`config.mk`:
```
export PLATFORM = sky130hd
export DESIGN_NAME = touch_sample_qualifier_core
export DESIGN_NICKNAME = d
export VERILOG_FILES = /design/src/hw/rtl/tsq_pkg.sv /design/src/hw/rtl/tsq_cfg_regs.sv /design/src/hw/rtl/touch_sample_qualifier_core.sv
export SDC_FILE = /design/constraint.sdc
export NUM_CORES = 1
export LEC_CHECK = 0
export BUFFER_PORTS_ARGS = -buffer_cell sky130_fd_sc_hd__clkbuf_2
export CAP_MARGIN = 20
export CORE_MARGIN = 3
export CORE_UTILIZATION = 50
export CTS_CLUSTER_SIZE = 20
export DETAILED_ROUTE_END_ITERATION = 10
export MAX_ROUTING_LAYER = met4
export PLACE_DENSITY = 0.68
export RECOVER_POWER = 25
export SLEW_MARGIN = 10
export SYNTH_ARGS = -nofsm -noshare
export SYNTH_HDL_FRONTEND = slang
export SYNTH_SLANG_ARGS = --single-unit
export TNS_END_PERCENT = 5
```
`constraint.sdc`:
```
create_clock -name clk_i -period 22.6 [get_ports clk_i]
set_input_delay 4.52 -clock clk_i [delete_from_list [all_inputs] [get_ports clk_i]]
set_output_delay 4.52 -clock clk_i [all_outputs]
set_load 0.02 [all_outputs]
```
`src/hw/rtl/tsq_pkg.sv`:
```
// Shared types, constants and arithmetic helpers for the touch sample qualifier.
// Used by tsq_cfg_regs and touch_sample_qualifier_core; depends on nothing else.
package tsq_pkg;

  localparam int unsigned SampleBits  = 12;
  localparam int unsigned HoldBits    = 4;
  localparam int unsigned RegionBits  = 3;
  localparam int unsigned NumRegs     = 8;
  localparam int unsigned IdxBits     = $clog2(NumRegs);
  localparam int unsigned AddrBits    = IdxBits + 2;
  localparam int unsigned ApbDataBits = 32;

  // Stream payload widths, rounded up to whole bytes.
  localparam int unsigned InDataBits  = ((3 * SampleBits + 7) / 8) * 8;
  localparam int unsigned OutDataBits = ((3 * SampleBits + RegionBits + 7) / 8) * 8;

  // Divide by 100 as multiply by a rounded-up reciprocal and shift.
  localparam int unsigned DivShift = SampleBits + 7;
  localparam int unsigned MultBits = SampleBits + 1;
  localparam int unsigned DivMult  = (2 ** DivShift + 99) / 100;
  localparam int unsigned QuotBits = SampleBits - 6;
  localparam int unsigned ProdBits = SampleBits + MultBits;

  // Region thresholds on divided values.
  localparam int unsigned ZMin      = 8;
  localparam int unsigned XDownMax  = 8;
  localparam int unsigned XUpMin    = 33;
  localparam int unsigned YRightMax = 10;
  localparam int unsigned YCenterLo = 16;
  localparam int unsigned YCenterHi = 23;
  localparam int unsigned YLeftMin  = 32;

  // Register reset values.
  localparam int unsigned XFloorRst     = 510;
  localparam int unsigned YCeilingRst   = 3700;
  localparam int unsigned YClampRst     = 3900;
  localparam int unsigned ZFloorRst     = 200;
  localparam int unsigned TolXRst       = 100;
  localparam int unsigned TolYRst       = 500;
  localparam int unsigned TolZRst       = 100;
  localparam int unsigned HoldLimitRst  = 5;
  localparam int unsigned RunCountMax   = 2 ** HoldBits - 1;

  typedef logic [SampleBits-1:0] sample_t;
  typedef logic [QuotBits-1:0]   quot_t;
  typedef logic [HoldBits-1:0]   hold_t;

  typedef enum logic [IdxBits-1:0] {
    RegXFloor    = 3'd0,
    RegYCeiling  = 3'd1,
    RegYClamp    = 3'd2,
    RegZFloor    = 3'd3,
    RegTolX      = 3'd4,
    RegTolY      = 3'd5,
    RegTolZ      = 3'd6,
    RegHoldLimit = 3'd7
  } reg_idx_e;

  typedef enum logic [RegionBits-1:0] {
    RegionNone       = 3'd0,
    RegionCenterDown = 3'd1,
    RegionCenterUp   = 3'd2,
    RegionRightUp    = 3'd3,
    RegionRightDown  = 3'd4,
    RegionLeftUp     = 3'd5,
    RegionLeftDown   = 3'd6
  } region_e;

  typedef struct packed {
    sample_t x_floor;
    sample_t y_ceiling;
    sample_t y_clamp_value;
    sample_t z_floor;
    sample_t tol_x;
    sample_t tol_y;
    sample_t tol_z;
    hold_t   hold_limit;
  } cfg_t;

  function automatic quot_t div100(sample_t v);
    logic [ProdBits-1:0] prod;
    prod = ProdBits'(v) * ProdBits'(MultBits'(DivMult));
    return prod[DivShift +: QuotBits];
  endfunction

  function automatic region_e classify(quot_t x, quot_t y, quot_t z);
    logic down, up, right, center, left;
    region_e r;
    down   = 32'(x) <= XDownMax;
    up     = 32'(x) >= XUpMin;
    right  = 32'(y) <= YRightMax;
    center = (32'(y) >= YCenterLo) && (32'(y) <= YCenterHi);
    left   = 32'(y) >= YLeftMin;
    r      = RegionNone;
    if (32'(z) >= ZMin) begin
      if (down) begin
        if (right)       r = RegionRightDown;
        else if (center) r = RegionCenterDown;
        else if (left)   r = RegionLeftDown;
      end else if (up) begin
        if (right)       r = RegionRightUp;
        else if (center) r = RegionCenterUp;
        else if (left)   r = RegionLeftUp;
      end
    end
    return r;
  endfunction

endpackage

```
`src/hw/rtl/tsq_cfg_regs.sv`:
```
// APB register file for the touch sample qualifier thresholds and windows.
// Depends on tsq_pkg.
module tsq_cfg_regs (
  input  logic                          clk_i,
  input  logic                          rst_ni,
  input  logic                          psel,
  input  logic                          penable,
  input  logic                          pwrite,
  input  logic [tsq_pkg::AddrBits-1:0]  paddr,
  input  logic [tsq_pkg::ApbDataBits-1:0] pwdata,
  output logic [tsq_pkg::ApbDataBits-1:0] prdata,
  output logic                          pready,
  output tsq_pkg::cfg_t                 cfg_o
);
  import tsq_pkg::*;

  cfg_t     cfg_q;
  logic     wr_en;
  reg_idx_e idx;
  sample_t  wval;

  assign pready = 1'b1;
  assign wr_en  = psel && penable && pwrite && pready;
  assign idx    = reg_idx_e'(paddr[AddrBits-1:2]);
  assign wval   = pwdata[SampleBits-1:0];
  assign cfg_o  = cfg_q;

  always_ff @(posedge clk_i or negedge rst_ni) begin
    if (!rst_ni) begin
      cfg_q.x_floor       <= SampleBits'(XFloorRst);
      cfg_q.y_ceiling     <= SampleBits'(YCeilingRst);
      cfg_q.y_clamp_value <= SampleBits'(YClampRst);
      cfg_q.z_floor       <= SampleBits'(ZFloorRst);
      cfg_q.tol_x         <= SampleBits'(TolXRst);
      cfg_q.tol_y         <= SampleBits'(TolYRst);
      cfg_q.tol_z         <= SampleBits'(TolZRst);
      cfg_q.hold_limit    <= HoldBits'(HoldLimitRst);
    end else if (wr_en) begin
      unique case (idx)
        RegXFloor:    cfg_q.x_floor       <= wval;
        RegYCeiling:  cfg_q.y_ceiling     <= wval;
        RegYClamp:    cfg_q.y_clamp_value <= wval;
        RegZFloor:    cfg_q.z_floor       <= wval;
        RegTolX:      cfg_q.tol_x         <= wval;
        RegTolY:      cfg_q.tol_y         <= wval;
        RegTolZ:      cfg_q.tol_z         <= wval;
        RegHoldLimit: cfg_q.hold_limit    <= pwdata[HoldBits-1:0];
        default: ;
      endcase
    end
  end

  always_comb begin
    prdata = '0;
    unique case (idx)
      RegXFloor:    prdata = ApbDataBits'(cfg_q.x_floor);
      RegYCeiling:  prdata = ApbDataBits'(cfg_q.y_ceiling);
      RegYClamp:    prdata = ApbDataBits'(cfg_q.y_clamp_value);
      RegZFloor:    prdata = ApbDataBits'(cfg_q.z_floor);
      RegTolX:      prdata = ApbDataBits'(cfg_q.tol_x);
      RegTolY:      prdata = ApbDataBits'(cfg_q.tol_y);
      RegTolZ:      prdata = ApbDataBits'(cfg_q.tol_z);
      RegHoldLimit: prdata = ApbDataBits'(cfg_q.hold_limit);
      default:      prdata = '0;
    endcase
  end

endmodule

```
`src/hw/rtl/touch_sample_qualifier_core.sv`:
```
// Touch sample qualifier: top level with input register, qualify logic and
// result register. Depends on tsq_pkg and tsq_cfg_regs.
//
// Usage:
//   s_axis carries one raw sample per request: tdata holds raw_x, raw_y, raw_z.
//   m_axis returns one result per sample: tdata holds out_x, out_y, out_z and
//   region; tuser holds the reported flag.
//   The APB port sets clamp floors, windows and the hold limit; write it only
//   while no sample is in flight.
// Path: a sample passes the input register, then the result register, before
//   its result is valid. Throughput: one sample per cycle while m_axis_tready
//   stays high; the start point and run counter update in the same cycle the
//   sample moves into the result register, so the next sample always sees them.
// Reset: registers go to their documented defaults, start point and run count
//   to zero, both pipeline stages empty.
// Stall: when m_axis_tready is low the result holds; the input register keeps
//   one more sample, after which s_axis_tready drops until the result is taken.
module touch_sample_qualifier_core (
  input  logic                            clk_i,
  input  logic                            rst_ni,
  // s_axis_tdata: raw_x, raw_y, raw_z (lowest bits first), zero padded
  input  logic                            s_axis_tvalid,
  output logic                            s_axis_tready,
  input  logic [tsq_pkg::InDataBits-1:0]  s_axis_tdata,
  // m_axis_tdata: out_x, out_y, out_z, region (lowest bits first), zero padded
  output logic                            m_axis_tvalid,
  input  logic                            m_axis_tready,
  output logic [tsq_pkg::OutDataBits-1:0] m_axis_tdata,
  // m_axis_tuser: reported
  output logic                            m_axis_tuser,
  input  logic                            psel,
  input  logic                            penable,
  input  logic                            pwrite,
  input  logic [tsq_pkg::AddrBits-1:0]    paddr,
  input  logic [tsq_pkg::ApbDataBits-1:0] pwdata,
  output logic [tsq_pkg::ApbDataBits-1:0] prdata,
  output logic                            pready
);
  import tsq_pkg::*;

  cfg_t cfg;

  tsq_cfg_regs u_cfg (
    .clk_i   (clk_i),
    .rst_ni  (rst_ni),
    .psel    (psel),
    .penable (penable),
    .pwrite  (pwrite),
    .paddr   (paddr),
    .pwdata  (pwdata),
    .prdata  (prdata),
    .pready  (pready),
    .cfg_o   (cfg)
  );

  // True when v lies outside c - tol .. c + tol; one extra bit keeps it exact.
  function automatic logic outside(sample_t v, sample_t c, sample_t tol);
    logic [SampleBits:0] v_hi, c_hi;
    v_hi = {1'b0, v} + {1'b0, tol};
    c_hi = {1'b0, c} + {1'b0, tol};
    return (v_hi < {1'b0, c}) || ({1'b0, v} > c_hi);
  endfunction

  // Input stage
  logic    in_valid_q;
  sample_t in_x_q, in_y_q, in_z_q;
  logic    advance;

  // Qualifier state
  sample_t start_x_q, start_y_q, start_z_q;
  hold_t   run_count_q, run_count_d;
  logic    latch_start;

  // Result stage
  logic    out_valid_q;
  logic    out_rep_q, out_rep_d;
  sample_t out_x_q, out_y_q, out_z_q, out_x_d, out_y_d, out_z_d;
  region_e out_region_q, out_region_d;

  // Clamped sample and window checks
  sample_t cx, cy, cz;
  logic    any_out;
  quot_t   qx, qy, qz;

  assign advance       = in_valid_q && (!out_valid_q || m_axis_tready);
  assign s_axis_tready = !in_valid_q || advance;

  always_ff @(posedge clk_i or negedge rst_ni) begin
    if (!rst_ni) begin
      in_valid_q <= 1'b0;
    end else if (s_axis_tready) begin
      in_valid_q <= s_axis_tvalid;
    end
  end

  // Capture payload on accept only; it holds while the result side stalls.
  always_ff @(posedge clk_i) begin
    if (s_axis_tvalid && s_axis_tready) begin
      in_x_q <= s_axis_tdata[SampleBits-1:0];
      in_y_q <= s_axis_tdata[2*SampleBits-1:SampleBits];
      in_z_q <= s_axis_tdata[3*SampleBits-1:2*SampleBits];
    end
  end

  always_comb begin
    cx = (in_x_q < cfg.x_floor) ? '0 : in_x_q;
    cy = (in_y_q > cfg.y_ceiling) ? cfg.y_clamp_value : in_y_q;
    cz = (in_z_q <= cfg.z_floor) ? '0 : in_z_q;
    any_out = outside(cx, start_x_q, cfg.tol_x) ||
              outside(cy, start_y_q, cfg.tol_y) ||
              outside(cz, start_z_q, cfg.tol_z);
    qx = div100(cx);
    qy = div100(cy);
    qz = div100(cz);
  end

  // Climb the run while the sample is off the start point; report once the
  // count passes the hold limit, or when the counter sits at its top.
  always_comb begin
    latch_start  = any_out && (run_count_q == '0);
    run_count_d  = '0;
    out_rep_d    = 1'b0;
    out_x_d      = cx;
    out_y_d      = cy;
    out_z_d      = cz;
    out_region_d = RegionNone;
    if (any_out) begin
      if ((run_count_q <= cfg.hold_limit) && (32'(run_count_q) < RunCountMax)) begin
        run_count_d = run_count_q + hold_t'(1);
      end else begin
        out_rep_d    = 1'b1;
        out_x_d      = SampleBits'(qx);
        out_y_d      = SampleBits'(qy);
        out_z_d      = SampleBits'(qz);
        out_region_d = classify(qx, qy, qz);
      end
    end
  end

  always_ff @(posedge clk_i or negedge rst_ni) begin
    if (!rst_ni) begin
      start_x_q   <= '0;
      start_y_q   <= '0;
      start_z_q   <= '0;
      run_count_q <= '0;
    end else if (advance) begin
      run_count_q <= run_count_d;
      if (latch_start) begin
        start_x_q <= cx;
        start_y_q <= cy;
        start_z_q <= cz;
      end
    end
  end

  always_ff @(posedge clk_i or negedge rst_ni) begin
    if (!rst_ni) begin
      out_valid_q <= 1'b0;
    end else if (advance) begin
      out_valid_q <= 1'b1;
    end else if (m_axis_tready) begin
      out_valid_q <= 1'b0;
    end
  end

  always_ff @(posedge clk_i) begin
    if (advance) begin
      out_rep_q    <= out_rep_d;
      out_x_q      <= out_x_d;
      out_y_q      <= out_y_d;
      out_z_q      <= out_z_d;
      out_region_q <= out_region_d;
    end
  end

  assign m_axis_tvalid = out_valid_q;
  assign m_axis_tuser  = out_rep_q;

  always_comb begin
    m_axis_tdata = '0;
    m_axis_tdata[SampleBits-1:0]                       = out_x_q;
    m_axis_tdata[2*SampleBits-1:SampleBits]            = out_y_q;
    m_axis_tdata[3*SampleBits-1:2*SampleBits]          = out_z_q;
    m_axis_tdata[3*SampleBits+RegionBits-1:3*SampleBits] = out_region_q;
  end

  // A report restarts the run.
  a_report_clears_run: assert property (@(posedge clk_i) disable iff (!rst_ni)
    (advance && out_rep_d) |=> (run_count_q == '0))
    else $error("run count not cleared after report");

  // A sample inside all windows resets the run.
  a_inside_clears_run: assert property (@(posedge clk_i) disable iff (!rst_ni)
    (advance && !any_out) |=> (run_count_q == '0) && !out_rep_q)
    else $error("in-window sample did not reset run");

  // Only reported results carry a region.
  a_region_needs_report: assert property (@(posedge clk_i) disable iff (!rst_ni)
    (out_valid_q && !out_rep_q) |-> (out_region_q == RegionNone))
    else $error("region set on unreported result");

  // Reported values are divided and so stay small.
  a_report_divided: assert property (@(posedge clk_i) disable iff (!rst_ni)
    (out_valid_q && out_rep_q) |-> (out_x_q < SampleBits'(2 ** QuotBits)) &&
                                   (out_z_q < SampleBits'(2 ** QuotBits)))
    else $error("reported value not divided");

  // The start point moves only when a run begins.
  a_start_only_on_run_begin: assert property (@(posedge clk_i) disable iff (!rst_ni)
    !(advance && latch_start) |=> $stable(start_x_q) && $stable(start_z_q))
    else $error("start point changed outside run begin");

endmodule

```
==> results.json, run 1 <==
{
  "fin_nets": 2921,
  "leakagePower_nw": 12.29,
  "setup_violations": 0,
  "fin_tns_setup_ns": 0,
  "vias": 15876,
  "cts_tree": "yes",
  "die_w_um": 215.2,
  "slew_headroom_pct": -176.2,
  "fin_crit_sh_pct": 52.60,
  "arrival_ns": 7.37,
  "overflow": 0,
  "cp-end-kind": "output port",
  "ys_top_cells_by_area": "ha_1 24%, fa_1 13%, edfxtp_1 10%, dfrtp_1 10%, inv_1 6.0%",
  "synth_top_cell_area_share_pct": 24.18,
  "synth_top_family_by_area": "adder cells",
  "drtIter0Drc": 1001,
  "multi_input_area_um2": 14750,
  "worst_ep_required_time_ns": 18.08,
  "clk_pin_slew_ns": 0.05,
  "synthSimpleGateAreaFrac_pct": 8.533,
  "synth_fa_ha_area_share_pct": 37.25,
  "grt_max_degree": 77,
  "vias_per_cell": 5.516,
  "worst_pin_slew_ns": 4.142,
  "firstDrtPassIters": 5,
  "diodes": 0,
  "clock_latency_ns": 0.58,
  "failed_checks": "capacitance limit, slew limit",
  "ant_nets": 0,
  "synth_compound_area_share_pct": 11.56,
  "cts_made_buffers": 27,
  "syn_area_um2": 21890,
  "grtUsageTotal_pct": 24.75,
  "fin_skew_ns": 0.02063,
  "max_freq_mhz": 84.13,
  "status": "complete, but fails checks",
  "core_um2": 43170,
  "top_layer": "met4",
  "cts_root_buf": "clkbuf_16",
  "synth-seq-cells": 206,
  "post-cts-setup-buffer-count": 0,
  "holdWs_ns": 0.5093,
  "dieArea_um2": 46330,
  "final.fill_count": 3834,
  "place_congestion": 0.9209,
  "cts.sinks": 206,
  "start_kind": "input port",
  "drive_gt1_share_pct": 13.21,
  "final-max-slew-violation-count": 169,
  "dp_slack_ns": 11.60,
  "synthFlopType": "dfrtp_1",
  "avgSynthCellArea_um2": 10.14,
  "synth-edff-count": 76,
  "post-route-util_pct": 55.38,
  "wl_met2_um": 27490,
  "clock_path_buffers": 3,
  "synth_common_cells": "423 x ha_1, 352 x inv_1, 142 x fa_1",
  "synth-warning-count": 0,
  "post-synth-top-count-cell": "ha_1",
  "post_dp_cell_area_um2": 23020,
  "final_cell_area_um2": 23910,
  "critical_path_class": "in2out",
  "post-dp-hpwl_um": 44550,
  "drt-total-wl_um": 55490,
  "drc": 0,
  "routedWlPerCell_um": 19.28,
  "critPathMaxFanout": 35,
  "synth_cells": 2159,
  "synthMuxAreaShare_pct": 6.607,
  "synthXorXnorAreaFrac_pct": 3.001,
  "synth_area_leader_cell": "ha_1",
  "met3_length_um": 2292,
  "pwr_density_cell_nw_per_um2": 158.8,
  "area_delta_synth_final_pct": 9.219,
  "seqCellArea_um2": 5585,
  "hold_path_class": "reg2reg",
  "setup_ws_ns": 10.71,
  "die_y_um": 215.2,
  "grt_pass1_vias": 16472,
  "cts.repair.resized": 0,
  "rsz0062_at_grt": "no",
  "synth_cell_types": 79,
  "ys_seq_area_share_pct": 25.51,
  "grt_pass1_wl_um": 88530,
  "cap_violations": 3,
  "rows": 76,
  "fin_crit_ns": 11.89,
  "async_flop_share_pct": 63.11,
  "start_util_pct": 50.71,
  "io_pins": 160,
  "place.port_buffers": 111,
  "m1WireLength_um": 23940,
  "postCtsHoldBufs": 0,
  "h-tree-depth": 1,
  "hold_violations": 0,
  "ir_drop_mv": 0.1810,
  "antenna_found_initial": 0
}
-- power breakdown --
group          internal, mW  switching [mW]  leakage [nW]
logic                  1.18            1.59          9.56
registers             0.502          0.0785          2.27
clock network         0.259           0.186         0.463
-- critical path, cell delays in order --
cell and delay (ns):
clkbuf_1 1.34, inv_1 0.41, nor2_1 0.31, a22oi_1 0.12, a21oi_1 0.26, o22a_1 0.20, clkbuf_2 0.18
-- metal layers --
metal | vias to the layer above | global-route usage, %
met5 | - | -
met4 | 0 | 7.799
met3 | 98 | 2.277
met2 | 315 | 42.94
met1 | 7774 | 30.74
li1 | 7689 | -
-- kinds of logic (layout without fill, tap and decap cells) --
| logic type | after synthesis | in the layout |
|---|---|---|
| compound gates | 391 | 391 |
| buf+inv | 409 | 523 |
| fa+ha+maj | 567 | 567 |
| mux | 127 | 127 |
| simple gates | 382 | 382 |
| xor+xnor | 75 | 75 |
| other cells | 2 | 22 |
| flops | 206 | 206 |
-- cell usage in the layout, fill, tap and decap left out, drive strengths merged, types with 23 or more instances in the layout --
| cell | n |
|---|---|
| ha | 423 |
| inv | 360 |
| clkbuf | 144 |
| fa | 142 |
| a21oi | 109 |
| nand2 | 102 |
| nor2 | 102 |
| o21ai | 100 |
| mux2 | 91 |
| dfrtp | 90 |
| edfxtp | 76 |
| xnor2 | 44 |
| a21o | 41 |
| dfstp | 40 |
| mux2i | 35 |
| xor2 | 31 |
| nor3 | 28 |
| nor2b | 23 |
-- through the flow --
stage / instances / power (mW)
after floorplan: 2179 / 2.684
after detailed placement: 2828 / 3.348
final: 2878 / 3.798
after global placement: 2826 / 3.243
after CTS: 2878 / 3.820
after global routing: 2878 / 4.283
-- state kept, by name, indices dropped and copies added, names as in the netlist, 3 cells and up --
signal and cells:
start_z_q 12, in_x_q 12, in_y_q 12, u_cfg.cfg_o 88, out_y_q 12, run_count_q 4, out_x_q 12, start_y_q 12
out_region_q 3, in_z_q 12, start_x_q 12, out_z_q 12
-- path summary, 6_finish.rpt --
path                                             startpoint  slack (ns)  cells after the start                     endpoint
worst min-delay path                 in_valid_q$_DFFE_PN0N_        0.51                      1    m_axis_tvalid$_DFFE_PN0P_
worst max register to register  u_cfg.cfg_o[77]$_DFFE_PN1P_       13.88                     31     start_z_q[5]$_DFFE_PN0P_
min in group asynchronous                            rst_ni        4.96                      1  u_cfg.cfg_o[76]$_DFFE_PN0P_
max in group asynchronous                            rst_ni       12.53                      2       in_valid_q$_DFFE_PN0N_
worst max-delay path                               paddr[3]       10.71                      7                   prdata[11]
worst min register to register       in_valid_q$_DFFE_PN0N_        0.51                      1    m_axis_tvalid$_DFFE_PN0P_
-- layout make-up --
type	count	area share, %
Clock buffer	32	3.072
Clock inverter	18	0.7849
Inverter	354	5.557
Multi-Input combinational cell	1564	61.67
Sequential cell	206	23.36
Tap cell	585	3.061
Timing Repair Buffer	119	2.491
Note: power is estimated with default switching activity, not from simulation.
==> run 2, diff against run 1 <==
ABC_AREA = 1   (was unset)
clock period = 11.1 ns   (was 22.6 ns; I/O delays follow)
==> run 2 against run 1 <==
Against the previous run:
- the run still ends with capacitance limit, slew limit left
- first-iteration DRC count increased by 39%
- synthesized area increased by 6.1%
- die area increased by 5.9%
- global-route usage increased by 1.2 points
- critical endpoint is now out_region_q[0]$_SDFFCE_PP0P_
- highest routed layer unchanged
==> results.json, run 2 <==
{
  "status": "complete, but fails checks",
  "failed_checks": "capacitance limit, slew limit",
  "fin_crit_sh_pct": 67.44,
  "vias_per_cell": 5.417,
  "clock_latency_ns": 0.57,
  "routedWlPerCell_um": 17.37,
  "die_y_um": 221.6,
  "fin_crit_ns": 7.486,
  "slowest_stage": "o21ai_1",
  "r2r_cells": 30,
  "cts.repair.resized": 0,
  "cts_root_buf": "clkbuf_16",
  "crit_family": "adder cells",
  "post-dp-hpwl_um": 50890,
  "grt_pass1_vias": 19248,
  "setup_violations": 0,
  "overflow": 0,
  "worst_pin_slew_ns": 4.251,
  "vias": 19457,
  "drt-total-wl_um": 62390,
  "final_cell_area_um2": 25280,
  "area_delta_synth_final_pct": 8.795,
  "r2r_slack_ns": 3.61,
  "cts.sinks": 206,
  "ys_seq_area_share_pct": 24.04,
  "rsz0062_at_grt": "no",
  "start_util_pct": 50.87,
  "dp_slack_ns": 3.733,
  "critical_path_class": "reg2reg",
  "r2r-start": "u_cfg.cfg_o[75]$_DFFE_PN1P_",
  "synth_cell_types": 50,
  "core_um2": 45670,
  "cap_violations": 2,
  "max_freq_mhz": 133.6,
  "synth_top_cell_area_share_pct": 22.78,
  "final.fill_count": 4188,
  "die_w_um": 221.6,
  "synth_common_cells": "565 x inv_1, 554 x nand2_1, 423 x ha_1",
  "post-cts-setup-buffer-count": 0,
  "min_path_cells": 2,
  "synth-warning-count": 0,
  "firstDrtPassIters": 5,
  "setup_ws_ns": 3.614,
  "critPathMaxFanout": 23,
  "cts_tree": "yes",
  "ant_nets": 0,
  "synth_area_leader_cell": "ha_1",
  "post-synth-top-count-cell": "inv_1",
  "synthFlopType": "dfrtp_1",
  "final_common_cell": "inv_1",
  "place_congestion": 0.9452,
  "grt_pass1_wl_um": 100400,
  "diodes": 0,
  "hold_path_class": "reg2reg",
  "place.port_buffers": 111,
  "syn_area_um2": 23230,
  "avgSynthCellArea_um2": 8.143,
  "ys_top_cells_by_area": "ha_1 23%, fa_1 12%, edfxtp_1 9.8%, dfrtp_1 9.7%, inv_1 9.1%",
  "slew_headroom_pct": -183.4,
  "worst_ep_required_time_ns": 11.40,
  "min_from": "u_cfg.cfg_o[59]$_DFFE_PN0P_",
  "worstReg2RegEnd": "out_region_q[0]$_SDFFCE_PP0P_",
  "antenna_found_initial": 0,
  "min_to": "u_cfg.cfg_o[59]$_DFFE_PN0P_",
  "drc": 0,
  "io_pins": 160,
  "final-max-slew-violation-count": 107,
  "cts_made_buffers": 25,
  "final_cells": 3592,
  "fin_nets": 3622,
  "synth-seq-cells": 206,
  "post_dp_cell_area_um2": 24430,
  "fin_skew_ns": 0.02315,
  "drive_gt1_share_pct": 7.821,
  "postCtsHoldBufs": 0,
  "h-tree-depth": 1,
  "clk_pin_slew_ns": 0.06,
  "synth_cells": 2853,
  "synth-edff-count": 76,
  "placed_cells": 3546,
  "largest_reg_flops": 88,
  "rows": 78,
  "hold_violations": 0,
  "cp-end-kind": "flop",
  "max_stage_delay_ns": 0.95,
  "async_flop_share_pct": 63.11,
  "drtIter0Drc": 1394,
  "worst-path-buf-inv": 7,
  "arrival_ns": 7.79,
  "dieArea_um2": 49090,
  "final_cell_mix": "564 x inv_1, 554 x nand2_1, 423 x ha_1",
  "grtUsageTotal_pct": 25.97,
  "clock_path_buffers": 3,
  "fin_tns_setup_ns": 0,
  "path_common_cell": "inv_1",
  "grt_max_degree": 70,
  "start_kind": "flop"
}
[run 2: changes by cell type in the layout (fill, tap and decap cells not counted), moves of 31 or more]
cell     before  now
a21o_1       41   10
a21oi_1     108  193
inv_1       351  564
mux2_2       78    0
mux2i_1      35    0
nand2_1     102  554
nand3_1      18  119
nor2_1      102  145
o21ai_0     100  172
[run 2: cell families (layout without fill, tap and decap cells)]
family / Yosys count / count (layout) / share of synthesized area [%]
and+or+nand+nor: 918 / 918 / 16.63
buffers and inverters: 634 / 753 / 10.86
adders and majority gates: 565 / 565 / 35.02
AOI/OAI and AO/OA: 462 / 462 / 10.93
DFF: 206 / 206 / 24.04
xor gates and xnor gates: 66 / 66 / 2.488
other: 2 / 22 / 0.03233
[run 2: worst reg2reg max path, delay by kind of cell (launching register included)]
family | cells | cell delay [ns]
and+or+nand+nor | 14 | 1.89
xor gates and xnor gates | 1 | 0.24
AOI/OAI and AO/OA | 2 | 1.09
buffers and inverters | 7 | 0.82
DFF | 1 | 0.54
adders and majority gates | 6 | 2.63
[run 2: worst max path at each step]
stage                                 from                             to  slack, ns  depth (start not counted)
2_1_floorplan  u_cfg.cfg_o[75]$_DFFE_PN1P_  out_region_q[0]$_SDFFCE_PP0P_       4.29                         33
3_3_place_gp   u_cfg.cfg_o[75]$_DFFE_PN1P_  out_region_q[2]$_SDFFCE_PP0P_       3.78                         30
3_5_place_dp   u_cfg.cfg_o[75]$_DFFE_PN1P_  out_region_q[2]$_SDFFCE_PP0P_       3.73                         30
4_1_cts        u_cfg.cfg_o[75]$_DFFE_PN1P_  out_region_q[0]$_SDFFCE_PP0P_       3.69                         30
5_1_grt        u_cfg.cfg_o[75]$_DFFE_PN1P_  out_region_q[0]$_SDFFCE_PP0P_       2.94                         31
6_report       u_cfg.cfg_o[75]$_DFFE_PN1P_  out_region_q[0]$_SDFFCE_PP0P_       3.61                         30
[run 2: layer usage]
layer | GRT usage (%) | share of wire [%] | up-vias
met2 | 42.57 | 47 | 558
li1 | - | - | 9504
met4 | 5.924 | 2.4 | 0
met5 | - | 0 | -
met1 | 35.01 | 45 | 9311
met3 | 2.807 | 6.0 | 84
[run 2: cell type report]
type / count / area (µm²) / share of cell area [%]
Multi-Input combinational cell: 2033 / 15210 / 60.19
Sequential cell: 206 / 5585 / 22.10
Inverter: 572 / 2147 / 8.495
Tap cell: 600 / 750.7 / 2.970
Clock buffer: 34 / 732.0 / 2.896
Timing Repair Buffer: 135 / 714.4 / 2.827
Clock inverter: 12 / 132.6 / 0.5247
[run 2: per-stage QoR]
stage / hold slack (ns) / util [%]
2_1_floorplan: 0.4530 / -
3_3_place_gp: 0.4669 / 53.50
3_5_place_dp: 0.4742 / 53.50
4_1_cts: 0.4895 / 55.39
5_1_grt: 0.5083 / 55.34
6_report: 0.4857 / 55.34
Power of run 2 is not shown: default switching activity piles up to over one toggle a cycle in this logic, so the estimate is an artifact.
==> run 3, diff against run 2 <==
PLACE_DENSITY = 0.71   (was 0.68)
clock period = 6.1 ns   (was 11.1 ns; I/O delays follow)
==> run 3 against run 2 <==
Against the previous run:
- the flow finishes with violations (capacitance limit, slew limit, setup timing)
- routed wire length rose by 6.4%
- highest routed layer unchanged
- critical path depth rose by 2
- core utilization rose by 6.1 points
- largest cell class unchanged
==> results.json, run 3 (same netlist as run 2, synthesis figures left out) <==
{
  "r2r-start": "u_cfg.cfg_o[66]$_DFFE_PN1P_",
  "clock_path_buffers": 3,
  "start_kind": "flop",
  "failed_checks": "capacitance limit, slew limit, setup timing",
  "fin_crit_sh_pct": 104.3,
  "grt_pass1_wl_um": 105200,
  "status": "complete, but fails checks",
  "worst_pin_slew_ns": 3.429,
  "slowest_stage": "fa_2",
  "postCtsHoldBufs": 0,
  "die_y_um": 221.6,
  "final_cells": 3836,
  "h-tree-depth": 1,
  "io_pins": 160,
  "grtUsageTotal_pct": 27.29,
  "critPathMaxFanout": 7,
  "hold_path_class": "reg2reg",
  "overflow": 0,
  "min_from": "u_cfg.cfg_o[51]$_DFFE_PN0P_",
  "fin_skew_ns": 0.02978,
  "clk_pin_slew_ns": 0.06,
  "routedWlPerCell_um": 17.30,
  "setup_ws_ns": -0.2603,
  "largest_reg_flops": 88,
  "min_path_cells": 2,
  "firstDrtPassIters": 7,
  "setup_violations": 12,
  "clock_latency_ns": 0.58,
  "antenna_found_initial": 2,
  "slew_headroom_pct": -128.6,
  "arrival_ns": 6.67,
  "min_to": "u_cfg.cfg_o[51]$_DFFE_PN0P_",
  "r2r_cells": 32,
  "placed_cells": 3770,
  "die_w_um": 221.6,
  "vias_per_cell": 5.368,
  "vias": 20593,
  "post-dp-hpwl_um": 54190,
  "drtIter0Drc": 1514,
  "cts.sinks": 206,
  "cp-end-kind": "flop",
  "worstReg2RegEnd": "out_region_q[0]$_SDFFCE_PP0P_",
  "hold_violations": 0,
  "drive_gt1_share_pct": 18.95,
  "dieArea_um2": 49090,
  "rsz0062_at_grt": "yes",
  "final_cell_mix": "545 x inv_1, 527 x nand2_1, 394 x ha_1",
  "cts_made_buffers": 26,
  "core_um2": 45670,
  "final_common_cell": "inv_1",
  "final-max-slew-violation-count": 85,
  "r2r_slack_ns": -0.26,
  "max_freq_mhz": 157.2,
  "fin_tns_setup_ns": -1.708,
  "drc": 0,
  "grt_max_degree": 53,
  "worst_ep_required_time_ns": 6.41,
  "fin_nets": 3863,
  "place_congestion": 0.9572,
  "ant_nets": 0,
  "cts_root_buf": "clkbuf_16",
  "max_stage_delay_ns": 0.63,
  "start_util_pct": 50.87,
  "critical_path_class": "reg2reg",
  "fin_crit_ns": 6.360,
  "place.port_buffers": 111,
  "rows": 78,
  "area_delta_synth_final_pct": 20.75,
  "grt_pass1_vias": 20655,
  "cts_tree": "yes",
  "cap_violations": 2,
  "drt-total-wl_um": 66380
}
[run 3: cell types whose count changed in the layout (fill, tap and decap cells not counted), sizes merged]
cell,previous run,this run
clkbuf,146,144
bufinv,2,4
buf,23,263
diode,0,2
clkinv,8,10
[run 3: worst max-delay path by stage]
stage                                      from                       endpoint  slack (ns)
floorplan           u_cfg.cfg_o[75]$_DFFE_PN1P_  out_region_q[0]$_SDFFCE_PP0P_      0.0007
global placement    u_cfg.cfg_o[66]$_DFFE_PN1P_  out_region_q[2]$_SDFFCE_PP0P_       -0.38
detailed placement  u_cfg.cfg_o[47]$_DFFE_PN1P_  out_region_q[0]$_SDFFCE_PP0P_       -0.45
CTS                 u_cfg.cfg_o[68]$_DFFE_PN1P_  out_region_q[0]$_SDFFCE_PP0P_       -0.18
global route        u_cfg.cfg_o[66]$_DFFE_PN1P_  out_region_q[0]$_SDFFCE_PP0P_       -0.52
finish              u_cfg.cfg_o[66]$_DFFE_PN1P_  out_region_q[0]$_SDFFCE_PP0P_       -0.26
[run 3: metrics by stage]
step	hold slack [ns]	cell area, µm²	utilization (%)	worst slack (ns)
after floorplan	0.4530	23430	-	0.0006817
after global placement	0.4660	26280	57.53	-0.3840
after detailed placement	0.4780	26280	57.53	-0.4506
after CTS	0.4926	27810	60.88	-0.1784
after global routing	0.5162	28050	61.42	-0.5246
final	0.4915	28050	61.42	-0.2603
[run 3: area by class of cell]
type,count,area (µm²)
fill,3962,17620
clock buffer,32,693.2
timing repair buffer,375,2643
multi-input combinational,2033,15990
tap,600,750.7
clock inverter,16,227.7
antenna,2,5.005
sequential,206,5585
inverter,572,2155
[run 3: per-layer routing]
layer  vias to the layer above  routed length (µm)  part of all wire, %  GRT usage [%]
met1                      9772               28230                   43          34.46
met5                         -                   0                    0              -
li1                      10007                   -                    -              -
met2                       674               30790                   46          44.48
met3                       140                4781                  7.2          5.018
met4                         0                2583                  3.9          9.164
[run 3: timing repair]
item | in CTS | in global routing
gates cloned | 1 | 0
resized for setup | 101 | 61
endpoints found under the setup margin | 21 | 80
buffers inserted | 12 | 4
pin swaps | 63 | 37
[run 3: critical path: cells and delay by family (launching register included)]
| family | cells | cell delay, ns |
|---|---|---|
| DFF | 1 | 0.54 |
| xor gates and xnor gates | 1 | 0.21 |
| buffers and inverters | 10 | 0.83 |
| and+or+nand+nor | 11 | 1.05 |
| adders and majority gates | 7 | 3.10 |
| AOI/OAI and AO/OA | 3 | 0.35 |
Power of run 3 is left out for the same reason.
